## config.mk

```make
export PLATFORM = sky130hd
export DESIGN_NAME = uart_register_block_rx_watermark_top
export DESIGN_NICKNAME = d
export VERILOG_FILES = /design/src/urxwm_pkg.sv /design/src/urxwm_cell.sv /design/src/urxwm_chain.sv /design/src/uart_register_block_rx_watermark_top.sv
export SDC_FILE = /design/constraint.sdc
export NUM_CORES = 1
export LEC_CHECK = 0
export ABC_AREA = 1
export BUFFER_PORTS_ARGS = -buffer_cell sky130_fd_sc_hd__buf_2
export CAP_MARGIN = 20
export CORE_MARGIN = 2
export CORE_UTILIZATION = 40
export CTS_CLUSTER_DIAMETER = 120
export DETAILED_ROUTE_END_ITERATION = 7
export PLACE_DENSITY_LB_ADDON = 0.05
export SETUP_SLACK_MARGIN = 0.15
export SLEW_MARGIN = 25
export SYNTH_ARGS = -nofsm -noshare
export SYNTH_HDL_FRONTEND = slang
export SYNTH_SLANG_ARGS = --single-unit
```

## constraint.sdc

```tcl
create_clock -name clk -period 3.5 [get_ports clk]
set_input_delay 0.7 -clock clk [delete_from_list [all_inputs] [get_ports clk]]
set_output_delay 0.7 -clock clk [all_outputs]
set_load 0.005 [all_outputs]
```

## src/urxwm_pkg.sv

```systemverilog
// ----------------------------------------------------------------------------
// urxwm_pkg - shared types and constants of the UART rx watermark register block
// Function codes, register offsets, interrupt bits and the result layout.
// ----------------------------------------------------------------------------
`default_nettype none

package urxwm_pkg;

	localparam int DATA_W      = 32;
	localparam int BYTE_W      = 8;
	localparam int LEVEL_LSB   = 16;
	localparam int LEVEL_W     = DATA_W - LEVEL_LSB;
	localparam int RX_DEPTH_DEF = 16;

	// interrupt enable / pending bit positions
	localparam int IE_TXWM_BIT = 0;
	localparam int IE_RXWM_BIT = 1;

	localparam logic [DATA_W-1:0] RX_EMPTY_WORD = 32'h8000_0000;
	localparam logic [DATA_W-1:0] IP_TXWM_WORD  = 32'h0000_0001;
	localparam logic [DATA_W-1:0] IP_RXWM_WORD  = 32'h0000_0002;

	typedef enum logic [1:0] {
		FUNC_READ    = 2'd0,
		FUNC_WRITE   = 2'd1,
		FUNC_RX_BYTE = 2'd2
	} func_t;

	typedef enum logic [2:0] {
		REG_TXDATA = 3'd0,
		REG_RXDATA = 3'd1,
		REG_TXCTRL = 3'd2,
		REG_RXCTRL = 3'd3,
		REG_IE     = 3'd4,
		REG_IP     = 3'd5,
		REG_DIV    = 3'd6
	} reg_t;

	// FIFO command from the register decode to the cell chain
	typedef struct packed {
		logic              push;
		logic              pop;
		logic [BYTE_W-1:0] data;
	} fifo_cmd_t;

	// one result, packed as it leaves on m_tdata (lowest field last here)
	typedef struct packed {
		logic              rx_dropped;
		logic              irq_condition;
		logic              kick_delayed;
		logic              kick_now;
		logic [DATA_W-1:0] read_data;
	} result_t;

endpackage

`default_nettype wire

```

## src/urxwm_cell.sv

```systemverilog
// ----------------------------------------------------------------------------
// urxwm_cell - one byte cell of the receive FIFO chain
// Shifts toward the head on a pop, loads the incoming byte when selected.
// ----------------------------------------------------------------------------
`default_nettype none

module urxwm_cell (
	input  wire logic                         clk,
	input  wire logic                         shift,
	input  wire logic                         load,
	input  wire logic [urxwm_pkg::BYTE_W-1:0] shift_in,
	input  wire logic [urxwm_pkg::BYTE_W-1:0] load_data,
	output logic      [urxwm_pkg::BYTE_W-1:0] data_q
);

	always_ff @(posedge clk) begin
		if (shift) begin
			data_q <= shift_in;
		end else if (load) begin
			data_q <= load_data;
		end
	end

endmodule

`default_nettype wire

```

## src/urxwm_chain.sv

```systemverilog
// ----------------------------------------------------------------------------
// urxwm_chain - receive FIFO built as a row of shifting byte cells
// Head always sits in cell 0; a push lands in the cell at the fill count.
// ----------------------------------------------------------------------------
`default_nettype none

module urxwm_chain #(
	parameter int RX_DEPTH = urxwm_pkg::RX_DEPTH_DEF,
	localparam int CNT_W   = $clog2(RX_DEPTH + 1)
) (
	input  wire logic                         clk,
	input  wire logic                         arst_n,
	input  wire urxwm_pkg::fifo_cmd_t         cmd,
	output logic      [urxwm_pkg::BYTE_W-1:0] head,
	output logic      [CNT_W-1:0]             count,
	output logic                              full,
	output logic                              empty
);

	logic [urxwm_pkg::BYTE_W-1:0] link [RX_DEPTH+1];
	logic [CNT_W-1:0]             count_q;

	assign link[RX_DEPTH] = '0;

	for (genvar i = 0; i < RX_DEPTH; i++) begin : g_cell
		urxwm_cell u_cell (
			.clk       (clk),
			.shift     (cmd.pop),
			.load      (cmd.push && (count_q == CNT_W'(i))),
			.shift_in  (link[i+1]),
			.load_data (cmd.data),
			.data_q    (link[i])
		);
	end

	always_ff @(posedge clk or negedge arst_n) begin
		if (!arst_n) begin
			count_q <= '0;
		end else if (cmd.pop) begin
			count_q <= count_q - CNT_W'(1);
		end else if (cmd.push) begin
			count_q <= count_q + CNT_W'(1);
		end
	end

	assign head  = link[0];
	assign count = count_q;
	assign full  = (count_q == CNT_W'(RX_DEPTH));
	assign empty = (count_q == '0);

	a_no_push_full: assert property (@(posedge clk) disable iff (!arst_n)
		cmd.push |-> !full) else $error("push into full rx FIFO");

	a_no_pop_empty: assert property (@(posedge clk) disable iff (!arst_n)
		cmd.pop |-> !empty) else $error("pop from empty rx FIFO");

	a_pop_count: assert property (@(posedge clk) disable iff (!arst_n)
		cmd.pop |=> count_q == $past(count_q) - CNT_W'(1))
		else $error("rx count did not drop after pop");

	a_count_range: assert property (@(posedge clk) disable iff (!arst_n)
		count_q <= CNT_W'(RX_DEPTH)) else $error("rx count beyond depth");

endmodule

`default_nettype wire

```

## src/uart_register_block_rx_watermark_top.sv

```systemverilog
// ----------------------------------------------------------------------------
// uart_register_block_rx_watermark_top - UART register file with rx byte FIFO
// Decodes bus reads, bus writes and byte arrivals, keeps the control
// registers and reports read data, interrupt kicks, the irq condition and dropped rx bytes.
// ----------------------------------------------------------------------------
//
//  channel | dir | handshake          | payload
//  --------+-----+--------------------+------------------------------------
//  s_*     | in  | s_tvalid/s_tready  | tuser: func; tdata: reg_index,
//          |     |                    |   write_data, rx_byte
//  m_*     | out | m_tvalid/m_tready  | tdata: read_data, kick_now,
//          |     |                    |   kick_delayed, irq_condition,
//          |     |                    |   rx_dropped
//
//  One request per clock while s_tready is high; decode, register update and
//  FIFO push/pop all finish in the accepting cycle, and the result is registered.
//  The result path is an output register plus one skid register, so a
//  request is still taken while one result waits; s_tready drops only
//  when both hold a result.
//  arst_n clears the control, enable and divisor registers, the FIFO fill count and both result valids.
//  FIFO cells hold no reset value; only filled cells are ever popped.
// ----------------------------------------------------------------------------
`default_nettype none

module uart_register_block_rx_watermark_top #(
	parameter int RX_DEPTH = urxwm_pkg::RX_DEPTH_DEF
) (
	input  wire logic        clk,
	input  wire logic        arst_n,
	input  wire logic        s_tvalid,
	output logic             s_tready,
	// [2:0] reg_index, [34:3] write_data, [42:35] rx_byte, [47:43] zero
	input  wire logic [47:0] s_tdata,
	// [1:0] func
	input  wire logic [1:0]  s_tuser,
	output logic             m_tvalid,
	input  wire logic        m_tready,
	// [31:0] read_data, [32] kick_now, [33] kick_delayed,
	// [34] irq_condition, [35] rx_dropped, [39:36] zero
	output logic [39:0]      m_tdata
);

	localparam int CNT_W = $clog2(RX_DEPTH + 1);
	localparam int DW    = urxwm_pkg::DATA_W;
	localparam int LSB   = urxwm_pkg::LEVEL_LSB;

	// request fields
	urxwm_pkg::func_t             func;
	urxwm_pkg::reg_t              reg_index;
	logic [DW-1:0]                write_data;
	logic [urxwm_pkg::BYTE_W-1:0] rx_byte;
	logic                         accept;

	assign func       = urxwm_pkg::func_t'(s_tuser);
	assign reg_index  = urxwm_pkg::reg_t'(s_tdata[2:0]);
	assign write_data = s_tdata[34:3];
	assign rx_byte    = s_tdata[42:35];

	// architectural registers
	logic [DW-1:0] tx_control_q, rx_control_q, int_enable_q, divisor_q;
	logic [DW-1:0] tx_control_n, rx_control_n, int_enable_n, divisor_n;

	// FIFO chain
	urxwm_pkg::fifo_cmd_t         cmd;
	logic [urxwm_pkg::BYTE_W-1:0] fifo_head;
	logic [CNT_W-1:0]             fifo_count;
	logic [CNT_W-1:0]             count_n;
	logic                         fifo_full, fifo_empty;

	// result path: output register and skid register
	urxwm_pkg::result_t res, out_q, skid_q;
	logic               out_valid_q, skid_valid_q;
	logic               out_free;

	assign s_tready = !skid_valid_q;
	assign accept   = s_tvalid && s_tready;

	urxwm_chain #(
		.RX_DEPTH (RX_DEPTH)
	) u_chain (
		.clk    (clk),
		.arst_n (arst_n),
		.cmd    (cmd),
		.head   (fifo_head),
		.count  (fifo_count),
		.full   (fifo_full),
		.empty  (fifo_empty)
	);

	// decode: read data, kicks, FIFO command and next register values
	always_comb begin
		logic notify;
		logic pop, push;

		notify       = int_enable_q[urxwm_pkg::IE_TXWM_BIT];
		pop          = 1'b0;
		push         = 1'b0;
		tx_control_n = tx_control_q;
		rx_control_n = rx_control_q;
		int_enable_n = int_enable_q;
		divisor_n    = divisor_q;
		res          = '0;

		unique case (func)
			urxwm_pkg::FUNC_READ: begin
				unique case (reg_index)
					urxwm_pkg::REG_RXDATA: begin
						if (fifo_empty || !int_enable_q[urxwm_pkg::IE_RXWM_BIT]) begin
							res.read_data = urxwm_pkg::RX_EMPTY_WORD;
						end else begin
							res.read_data = DW'(fifo_head);
							pop           = 1'b1;
						end
					end
					urxwm_pkg::REG_TXCTRL: res.read_data = tx_control_q;
					urxwm_pkg::REG_RXCTRL: res.read_data = rx_control_q;
					urxwm_pkg::REG_IE:     res.read_data = int_enable_q;
					urxwm_pkg::REG_IP: begin
						res.read_data = urxwm_pkg::IP_TXWM_WORD;
						if (DW'(fifo_count) > DW'(rx_control_q[DW-1:LSB])) begin
							res.read_data = res.read_data | urxwm_pkg::IP_RXWM_WORD;
						end
					end
					urxwm_pkg::REG_DIV:    res.read_data = divisor_q;
					default:               res.read_data = '0;
				endcase
				res.kick_now = notify;
			end
			urxwm_pkg::FUNC_WRITE: begin
				unique case (reg_index)
					urxwm_pkg::REG_TXCTRL: begin
						if (write_data[DW-1:LSB] < tx_control_q[DW-1:LSB]) begin
							notify = 1'b1;
						end
						tx_control_n = write_data;
					end
					urxwm_pkg::REG_RXCTRL: begin
						if (write_data[DW-1:LSB] < rx_control_q[DW-1:LSB]) begin
							notify = 1'b1;
						end
						rx_control_n = write_data;
					end
					urxwm_pkg::REG_IE:  int_enable_n = write_data;
					urxwm_pkg::REG_DIV: divisor_n    = write_data;
					default: ;
				endcase
				// an ie write defers the re-evaluation
				if (reg_index == urxwm_pkg::REG_IE) begin
					res.kick_delayed = 1'b1;
				end else begin
					res.kick_now = notify;
				end
			end
			urxwm_pkg::FUNC_RX_BYTE: begin
				if (fifo_full) begin
					res.rx_dropped = 1'b1;
				end else begin
					push = 1'b1;
				end
			end
			default: ;
		endcase

		if (pop) begin
			count_n = fifo_count - CNT_W'(1);
		end else if (push) begin
			count_n = fifo_count + CNT_W'(1);
		end else begin
			count_n = fifo_count;
		end

		// irq condition on the state after this request
		res.irq_condition = int_enable_n[urxwm_pkg::IE_TXWM_BIT] ||
			(int_enable_n[urxwm_pkg::IE_RXWM_BIT] &&
			 (DW'(count_n) > DW'(rx_control_n[DW-1:LSB])));

		cmd.push = accept && push;
		cmd.pop  = accept && pop;
		cmd.data = rx_byte;
	end

	always_ff @(posedge clk or negedge arst_n) begin
		if (!arst_n) begin
			tx_control_q <= '0;
			rx_control_q <= '0;
			int_enable_q <= '0;
			divisor_q    <= '0;
		end else if (accept) begin
			tx_control_q <= tx_control_n;
			rx_control_q <= rx_control_n;
			int_enable_q <= int_enable_n;
			divisor_q    <= divisor_n;
		end
	end

	// output register drains first; skid catches a request while it stalls
	assign out_free = !out_valid_q || m_tready;

	always_ff @(posedge clk or negedge arst_n) begin
		if (!arst_n) begin
			out_valid_q  <= 1'b0;
			skid_valid_q <= 1'b0;
		end else if (out_free) begin
			out_valid_q  <= skid_valid_q || accept;
			skid_valid_q <= 1'b0;
		end else if (accept) begin
			skid_valid_q <= 1'b1;
		end
	end

	always_ff @(posedge clk) begin
		if (out_free) begin
			out_q <= skid_valid_q ? skid_q : res;
		end else if (accept) begin
			skid_q <= res;
		end
	end

	assign m_tvalid = out_valid_q;
	assign m_tdata  = {4'b0000, out_q};

	a_skid_behind_out: assert property (@(posedge clk) disable iff (!arst_n)
		skid_valid_q |-> out_valid_q) else $error("skid holds result ahead of output");

	a_one_kick: assert property (@(posedge clk) disable iff (!arst_n)
		out_valid_q |-> !(out_q.kick_now && out_q.kick_delayed))
		else $error("both kicks raised");

	a_hold_stalled: assert property (@(posedge clk) disable iff (!arst_n)
		(m_tvalid && !m_tready) |=> (m_tvalid && $stable(m_tdata)))
		else $error("result changed while stalled");

endmodule

`default_nettype wire
```

Word-level counts from Yosys, hierarchy flattened
Index checks and enable logic that the tools add are counted.
{ "classes": {"n_addsub": 2, "magnitude_cmp": 4, "eq_ne": 24, "mux": 59, "bitwise_logic": 1, "n_reduce_logical": 51} }
{ "op_table": {"columns": ["operator", "count"], "rows": [
  ["$mux W8", 30],
  ["$pmux W32 S6", 1],
  ["$mux W32", 4],
  ["$eq A5 B4 Y1 const B", 8],
  ["$mux W36", 1],
  ["$reduce_bool A2 Y1", 17],
  ["$gt A5 B16 Y1", 2],
  ["$lt A16 B16 Y1", 2],
  ["$eq A5 B3 Y1 const B", 4],
  ["$logic_and A1 B1 Y1", 20],
  ["$mux W5", 4],
  ["$mux W1", 14],
  ["$reduce_and A3 Y1", 4],
  ["$eq A5 B2 Y1 const B", 2],
  ["$eq A3 B3 Y1 const B", 3],
  ["$eq A3 B2 Y1 const B", 2],
  ["$mux W2", 3],
  ["$add A5 B1 Y5 const B", 1],
  ["$eq A5 B1 Y1 const B", 1],
  ["$eq A5 B5 Y1 const B", 1],
  ["$logic_not A5 Y1", 1],
  ["$sub A5 B1 Y5 const B", 1],
  ["$logic_or A1 B1 Y1", 4],
  ["$pmux W1 S2", 2],
  ["other kinds (7)", 9]
]} }
{ "word_totals": {"regBits": 335, "inputBits": 54, "out_inout_bits": 42, "wordCells": 176} }

Longest topological paths before layout
{ "depth": {"depth_word": 10, "ltp_mapped": 22, "depth_no_buf": 22} }

Hierarchy
Synthesis repeated with hierarchy kept, for this count alone.
{ "hier_totals": {"hier_cells": 1725, "hier_area_um2": 15916.5} }
{ "modules_own_cells": {"columns": ["mod", "instances", "cells_each", "area_each_um2", "seq_area_each_um2"], "rows": [
  ["uart_register_block_rx_watermark_top", 1, 1089, 9815.7, 5415.2],
  ["urxwm_cell", 16, 35, 351.6, 240.2],
  ["urxwm_chain", 1, 76, 475.5, 125.1]
]} }

Worst setup path after synthesis
Ideal clock, no wire load.
{ "synth_path": {"kind": "input to register", "start": "input m_tready", "end": "register skid_q[0] (netlist bit), enable pin", "setup_ns": 0.429, "arrival_ns": 3.211, "t_required_ns": 3.071, "setup_slack_ns": -0.140, "stages": 3, "n_path_buf": 0, "path_cell_list": "inv_1 -> nand2_1 -> nor2_1"} }
{ "synth_via": {"elab_chain_len": 3} }
{ "synth_rtl": {"columns": ["element", "line", "source"], "rows": [
  ["start: declaration", "uart_register_block_rx_watermark_top.sv:37", "input wire logic m_tready,"],
  ["$logic_or A1 B1 Y1", "uart_register_block_rx_watermark_top.sv:197", "assign out_free = !out_valid_q || m_tready;"],
  ["$not A1 Y1 (no source line)", null, null],
  ["$reduce_and A2 Y1 (no source line)", null, null],
  ["end signal: assignment", "uart_register_block_rx_watermark_top.sv:215", "skid_q <= res;"],
  ["end: declaration", "uart_register_block_rx_watermark_top.sv:71", "urxwm_pkg::result_t res, out_q, skid_q;"]
]} }
Every way passes these cells.
A chain may end at the register's enable or synchronous reset.

==> results.yml <==
timing:
  worst_clock_skew_ns: 0.0151
  fin_crit_ns: 3.04
  drv_slew: 0
  fin_hold_ws_ns: 0.156
  timing.fmax_mhz: 329
  tns_ns: 0
  hold_violations: 0
  setup_viol: 0
  slew-limit-headroom_pct: 36.2
  fin_crit_sh_pct: 86.8
  worst_pin_slew_ns: 0.957
  rsz0062_at_grt: "false"
global_route:
  track_usage_pct: 19.2
  antenna_found_initial: 2
  grt_max_degree: 114
  grt_overflow: 0
  grt_pass1_wl_um: 59300
  grt_pass1_vias: 10563
setup_path:
  cp.depth: 22
  worstPathArrival_ns: 3.34
  critical_path_class: "register to register"
  crit_path_max_fanout: 9
  worst_path_most_repeated_cell: "nand2_1"
  slowest_stage: "dfrtp_1"
  end_kind: "register"
  worstPathCellList: "inv_1 -> ha_1 -> inv_1 -> nor2_4 -> nand2_2 -> nand2_2 -> nor2_8 -> nand2_4 -> clkinvlp_4 -> nor2_2 -> o22ai_1 -> nand2_1 -> inv_1 -> ha_1 -> a21oi_1 -> o21ai_0 -> a21oi_1 -> nor2_1 -> nand4_1 -> nand2_1 -> nand2_1 -> nand2_1"
  worstSetupStartpointType: "register"
  critical_path_required_ns: 3.80
  r2r_cells: 22
  cpPeakStageDelay_ns: 0.44
  critical_path.top_delay_family: "simple AND/OR/NAND/NOR gates"
  cp.buffers_inverters: 4
clock_network:
  cts.htree.levels: 2
  hold_buffers: 0
  clock_latency_ns: 0.55
  root_buffer: "clkbuf_16"
  cts.sinks: 335
  cts_made_buffers: 39
  clkTransAtPathRegs_ns: 0.06
  cts_tree: "yes"
  clockBufferDepth: 3
yosys:
  ys_types: 43
  synth_area_leader_cell: "edfxtp_1"
  synth_seq_cells: 335
  synth_ff_type: "edfxtp_1"
  synth_area_um2: 15300
  syn_inst: 1584
  synth_edf_count: 192
  syn_area_per_cell_um2: 9.66
  yosysTopAreaCellShare_pct: 37.7
  synth_warnings: 0
  synth.most_common_cell: "nand2_1"
  yosys-top-cells-count: "611 x nand2_1, 192 x edfxtp_1, 190 x o21ai_0, 135 x dfrtp_1, 121 x inv_1"
  yosys-top-cells-area: "edfxtp_1 38%, dfrtp_1 22%, nand2_1 15%, o21ai_0 6.2%, ha_1 3.8%"
  synthArstFlopShare_pct: 40.3
  ys_seq_area_share_pct: 60.8
drt:
  drt_first_pass_iters: 5
  wl_per_cell_um: 16.5
  ant_nets: 0
  vias: 10786
  vias_per_cell: 4.87
  drc: 0
  drtIter0Drc: 660
  wl_um: 36500
die:
  rows: 71
  boundaryPins: 96
  die_y_um: 200
  coreArea_um2: 37700
  start_util_pct: 40.6
  dieArea_um2: 39900
  die_width_um: 200
placement:
  io_buffers: 86
  place_inst: 2139
  dp_hpwl_um: 24800
  gp_congestion: 0.842
layout:
  syn_to_final_growth_pct: 14.8
  final_cell_count_no_fill: 2213
  final_layout_size_suffix_gt1_share_pct: 12.2
  final_nets: 1771
  fin_util_pct: 46.7
job:
  drv_cap: 0
outcome:
  status: "finished, final reports clean"
worst_hold_path:
  hp-class: "input pin to asynchronous set/reset pin"
power:
  p_leak_nw: 7.63
  power_density_nw_per_um2: 591
  irDropWorstVdd_mv: 0.289
[registers in the layout (all words and copies together), names as in the netlist, 5 cells and up]
name,cells
divisor_q,32
tx_control_q,32
int_enable_q,32
rx_control_q,32
u_chain.count,5
skid_q,36
m_tdata,36
u_chain.g_cell.u_cell.data_q,128
[what timing repair did]
item | CTS | global route
setup buffers | 0 | 2
endpoints found under the setup margin | 0 | 2
hold endpoints to repair | 0 | 0
resized for setup | 0 | 5
[kinds of logic after synthesis]
| family | Yosys count | share of synthesized area [%] |
|---|---|---|
| xor+xnor | 6 | 0.343 |
| flops | 335 | 60.8 |
| buf+inv | 204 | 6.16 |
| compound gates | 280 | 10.1 |
| simple gates | 712 | 18.9 |
| fa+ha+maj | 46 | 3.76 |
| other cells | 1 | 0.0245 |
[per-stage QoR]
stage          power (W)  worst slack, ns  cell area (um2)
2_1_floorplan    0.00585            0.448            15300
3_5_place_dp     0.00636            0.254            16300
6_report          0.0104            0.462            17600
4_1_cts           0.0105            0.318            17500
5_1_grt           0.0109            0.157            17600
3_3_place_gp     0.00634            0.315            16300
[cell type report]
| type | count | area, um2 |
|---|---|---|
| inverters | 125 | 475 |
| well taps | 511 | 639 |
| clock inverters | 12 | 133 |
| multi-input cells | 1048 | 5110 |
| clock buffers | 59 | 1150 |
| repair buffers | 122 | 757 |
| diodes | 1 | 2.50 |
| flip-flops and latches | 335 | 9300 |
| fillers | 3682 | 20100 |
[layout by cell type, fill, tap and decap left out, drive strengths merged, types with 8 or more instances in the layout]
cell / count
edfxtp: 192
nand2: 622
nand3: 25
nor2: 48
inv: 124
o21ai: 207
a41oi: 9
dfxtp: 8
buf: 122
a21oi: 32
a221oi: 17
clkbuf: 59
dfrtp: 135
nand4: 12
ha: 46
clkinv: 8
[per-layer routing]
layer / vias to the layer above / global-route usage (%) / part of all wire (%)
met5: - / 0 / 0.071
met4: 4 / 4.42 / 1.6
met1: 5131 / 27.2 / 49
met2: 186 / 30.5 / 45
met3: 48 / 3.76 / 4.3
li1: 5417 / - / -
[where the power goes]
group / switching (W) / leakage (nW) / total [W] / internal, W
Clock: 0.00161 / 0.627 / 0.00410 / 0.00249
Sequential: 0.000241 / 3.62 / 0.00485 / 0.00461
Combinational: 0.000906 / 3.37 / 0.00145 / 0.000542
[worst paths after layout]
| kind | slack, ns | to | startpoint |
|---|---|---|---|
| min in group clk | 0.45 | u_chain.g_cell[15].u_cell.data_q[0] | u_chain.g_cell[15].u_cell.data_q[0] |
| max in group asynchronous | 2.57 | divisor_q[26] | arst_n |
| worst max-delay path | 0.46 | m_tdata[34] | u_chain.count[1] |
| worst min register to register | 0.45 | u_chain.g_cell[15].u_cell.data_q[0] | u_chain.g_cell[15].u_cell.data_q[0] |
| worst min-delay path | 0.16 | tx_control_q[18] | arst_n |
| worst max register to register | 0.46 | m_tdata[34] | u_chain.count[1] |
Power figures use the tool's default switching activity.
